## src/rtl/core/cspt_pkg.sv

```systemverilog
`default_nettype none

package cspt_pkg;

  localparam int unsigned AddrW  = 32;
  localparam int unsigned DurW   = 48;
  localparam int unsigned CountW = 32;
  localparam int unsigned SumW   = 64;

  typedef struct packed {
    logic [AddrW-1:0]  caller;
    logic [AddrW-1:0]  callee;
    logic [CountW-1:0] count;
    logic [SumW-1:0]   sum;
    logic [DurW-1:0]   least;
    logic [DurW-1:0]   most;
  } entry_t;

  typedef struct packed {
    logic [AddrW-1:0] caller;
    logic [AddrW-1:0] callee;
    logic [DurW-1:0]  dur;
  } key_t;

  typedef struct packed {
    logic wr;
    logic upd;
    logic shift;
  } cell_ctrl_t;

endpackage

`default_nettype wire

```

## src/rtl/core/cspt_cell.sv

```systemverilog
`default_nettype none

module cspt_cell (
  input  wire logic                clk_i,
  input  wire logic                valid_i,
  input  wire cspt_pkg::key_t      key_i,
  input  wire cspt_pkg::cell_ctrl_t ctrl_i,
  input  wire cspt_pkg::entry_t    nbr_i,
  output cspt_pkg::entry_t         entry_o,
  output logic                     hit_o
);

  cspt_pkg::entry_t entry_q, entry_d;
  logic [cspt_pkg::SumW:0] sum_add;
  logic [cspt_pkg::SumW-1:0] dur_ext;

  assign hit_o   = valid_i && (entry_q.caller == key_i.caller)
                   && (entry_q.callee == key_i.callee);
  assign entry_o = entry_q;
  assign dur_ext = cspt_pkg::SumW'(key_i.dur);
  assign sum_add = {1'b0, entry_q.sum} + {1'b0, dur_ext};

  always_comb begin
    entry_d = entry_q;
    if (ctrl_i.wr) begin
      entry_d.caller = key_i.caller;
      entry_d.callee = key_i.callee;
      entry_d.count  = cspt_pkg::CountW'(1);
      entry_d.sum    = dur_ext;
      entry_d.least  = key_i.dur;
      entry_d.most   = key_i.dur;
    end else if (ctrl_i.shift) begin
      entry_d = nbr_i;
    end else if (ctrl_i.upd && hit_o) begin
      if (entry_q.count != '1) begin
        entry_d.count = entry_q.count + cspt_pkg::CountW'(1);
      end
      entry_d.sum = sum_add[cspt_pkg::SumW] ? '1 : sum_add[cspt_pkg::SumW-1:0];
      if (key_i.dur < entry_q.least) begin
        entry_d.least = key_i.dur;
      end
      if (key_i.dur > entry_q.most) begin
        entry_d.most = key_i.dur;
      end
    end
  end

  always_ff @(posedge clk_i) begin
    entry_q <= entry_d;
  end

endmodule

`default_nettype wire

```

## config.mk

```make
export PLATFORM = sky130hd
export DESIGN_NAME = cspt_cell
export DESIGN_NICKNAME = d
export VERILOG_FILES = /design/src/rtl/core/cspt_pkg.sv /design/src/rtl/core/cspt_cell.sv
export SDC_FILE = /design/constraint.sdc
export NUM_CORES = 1
export LEC_CHECK = 0
export ABC_AREA = 1
export BUFFER_PORTS_ARGS = -buffer_cell sky130_fd_sc_hd__buf_4
export CORE_AREA = 2 2 242 244
export DETAILED_ROUTE_END_ITERATION = 7
export DIE_AREA = 0 0 244 246
export PLACE_DENSITY = 0.67
export SYNTH_ARGS = -nofsm -noshare
export SYNTH_HDL_FRONTEND = slang
export SYNTH_SLANG_ARGS = --single-unit
```

## constraint.sdc

```tcl
create_clock -name clk_i -period 7.9 [get_ports clk_i]
set_clock_uncertainty 0.2 [all_clocks]
set_input_delay 0.79 -clock clk_i [delete_from_list [all_inputs] [get_ports clk_i]]
set_output_delay 0.79 -clock clk_i [all_outputs]
set_load 0.02 [all_outputs]
```

==> metrics <==
core area=roughly 57000 µm²; Yosys top cell by area=edfxtp_1; Req. time, crit path=7.88 ns; Die W=around 240 µm; CP delay by family, top=simple AND/OR/NAND/NOR gates; Max Clock Freq=approximately 0.23 GHz; sequential power share=approximately 34%; Layout Utilization=48.4%; CP peak stage delay=~0.56 ns; vias per cell=between 5 and 6; Synth Net Count=~3800; R2R Setup Slk=around 3.5 ns; Mapped Area=around 21000 µm²; ranking of synthesized cells by area=edfxtp_1 (30%), nand2_1 (21%), inv_1 (8.9%); postcts setup bufs=0; GRT Total Usage=between 30% and 40%; count of final setup violators=0; Die ar.=between 60000 and 70000 µm²; outcome=finished clean; DR WL/cell=21.1 µm; Nets=about 4300; Lkg Pwr=around 15 nW; max reg flops=between 200 and 300; DRT Wirelength=around 97000 µm; I/O Pins=630; Worst setup SP type=flip-flop; worst slew pin tran=approximately 1.1 ns; DR DRC count=0; RSZ-0062 raised after global routing=false; Syn-to-layout area delta=31.2%; Pwr Density=roughly 190 nW/µm²; clk buf depth=3; crit-path max FO=between 40 and 50; post-route cell area=approximately 28000 µm²; Starting Density=~37%; # clock sinks=approximately 260; relative slew slack=between 20 and 25%; Post-Syn Instances=3237; post-synth cell types=45; Yosys top cell area share=~30%; largest net degree at the start of global routing=182; clock tree from TritonCTS=yes; vias in the first global route=about 23000; hold bufs inserted after CTS=0; DRT antenna net count=0; cts repair resizes=0; I/O Buffers=approximately 630; Post-DP HPWL=79600 µm; clock group share of total power=31.3%; CP Data Arrival Time=4.35 ns; htree depth=2; Row Count=88; Seq cells post-synth=between 200 and 300; Clk pin slew, worst setup/hold paths=roughly 0.06 ns; internal power=about 3.2 mW; crit path capture type=flip-flop; global-route wire length before repair=141000 µm; CTS buffer count=35; VDD IR max=around 0.13 mV; Post-Place Cell Area=26600 µm²; TritonRoute pass-1 iters=6; Slew Viols, Final=0; setup TNS=0 ns; layout cell share with drive strength beyond 1=a little under a fifth; final non-filler cell total=between 4000 and 5000; Sw Pwr=1.93 mW; Max Cap Viol=0; slowest stage cell, crit path=buf_4; Switching Share=about 37%; total number of vias=between 20000 and 25000; min Tclk post-route=roughly 4.4 ns; final hold violations=0; Iter 0 DRT Violations=between 1500 and 2000; combinational power share=roughly a third; Worst Path Buf+Inv=3; most frequent cell on the critical path=nor2_1; Die Ht=about 250 µm; Placed Cells=about 4600; Hold WS=0.289 ns; antenna violations before repair=9; syn avg cell area=around 6.5 µm²; worst hold path class=in2reg; Final period util=between 50% and 60%; CP cell instances=xnor2_1 -> nand3_1 -> nor2_1 -> nand2_1 -> nor2_1 -> nand4_1 -> nand2_1 -> buf_4 -> nor2_1 -> inv_2 -> buf_4; GPL Wtd Cong=roughly 0.98; Clock Tree Root=clkbuf_16; YS warnings=0; Seq/Total Area, Yosys=around 34%; aggregate global routing overflow=0; WS Path Type=reg2reg; Clock Latency Late Sink=~0.57 ns
## worst paths after layout
path	from	endpoint	cells past startpoint
worst min register to register	entry_o[176]	entry_o[176]	2
worst min-delay path	nbr_i[220]	entry_o[220]	3
worst max-delay path	entry_o[220]	entry_o[105]	11
worst max register to register	entry_o[220]	entry_o[105]	11
## power groups by stage
| stage | Sequential, mW | Combinational [mW] | Clock [mW] |
|---|---|---|---|
| floorplan | 1.93 | 0.822 | 0 |
| global placement | 1.79 | 1.76 | 0 |
| detailed placement | 1.79 | 1.77 | 0 |
| CTS | 1.77 | 1.77 | 1.64 |
| global route | 1.79 | 1.95 | 1.68 |
| finish | 1.77 | 1.78 | 1.61 |
## area by class of cell
cell class                 instances  area, µm²
clock buffer                      44        952
fill                            5985      29600
tap                              765        957
multi-input combinational       2391      11700
inverter                         504       1900
sequential                       256       7210
antenna                            3       7.51
timing repair buffer             643       4840
clock inverter                    17        173
## layer usage
layer  up-vias  GRT usage (%)  part of all wire, %
li1      11534              -                    -
met1     10761           36.5                   38
met2       966           55.3                   48
met3       202           7.48                  8.2
met4         8           13.8                  4.8
met5         -              0                0.062
## synthesized netlist by cell type
library cell	n
nand2_1	1159
inv_1	503
nor2_1	309
nand3_1	244
edfxtp_1	208
o21ai_0	179
ha_1	144
a21oi_1	133
clkbuf_1	61
nand4_1	53
xor2_1	49
dfxtp_1	48
nor3_1	42
buf_2	12
xnor2_1	11
buf_1	9
or2_2	9
o21ai_1	8
o21bai_1	8
nand3b_1	6
mux2i_1	5
o21a_1	5
nor4_1	4
nor3b_1	3
a211oi_1	2
and3_1	2
buf_4	2
buf_6	2
a21boi_0	1
a21boi_1	1
a21o_1	1
a31oi_1	1
and2_1	1
fa_1	1
inv_2	1
nand2_2	1
nand2_4	1
nand3_2	1
nand3_4	1
nor2_2	1
nor3_2	1
nor3_4	1
o221ai_1	1
o22ai_1	1
or3_1	1
## layout by cell type (no fill, tap or decap), types with 7 or more instances in the layout
| cell type | n |
|---|---|
| xor2_1 | 49 |
| a21oi_1 | 132 |
| ha_1 | 144 |
| dfxtp_1 | 48 |
| nand4_1 | 53 |
| buf_4 | 642 |
| edfxtp_1 | 208 |
| nor2_1 | 309 |
| o21bai_1 | 8 |
| or2_2 | 9 |
| clkbuf_16 | 37 |
| nor3_1 | 42 |
| nand3_1 | 244 |
| o21ai_1 | 8 |
| clkbuf_1 | 7 |
| o21ai_0 | 177 |
| xnor2_1 | 11 |
| inv_1 | 499 |
| nand2_1 | 1158 |
## stage by stage
| step | setup WS (ns) | power (mW) |
|---|---|---|
| global placement | 3.20 | 3.55 |
| CTS | 3.58 | 5.18 |
| global route | 3.40 | 5.42 |
| floorplan | 2.10 | 2.75 |
| finish | 3.53 | 5.16 |
| detailed placement | 3.11 | 3.56 |
## tightest hold or removal path: stages
cell	delay, ns
buf_4	0.07
nand2_1	0.04
nand2_1	0.05
## cell families (layout without fill, tap and decap cells)
group | Yosys count | count (layout) | synth area share (%)
AND/OR/NAND/NOR | 1840 | 1840 | 35.6
multiplexers | 5 | 5 | 0.237
AO/OA/AOI/OAI | 341 | 341 | 8.32
flip-flops | 256 | 256 | 34.1
XOR/XNOR | 60 | 60 | 2.49
adder cells (fa/ha/maj) | 145 | 145 | 8.62
buffers and inverters | 590 | 1208 | 10.7
other | 0 | 3 | 0
Power figures use the tool's default switching activity.
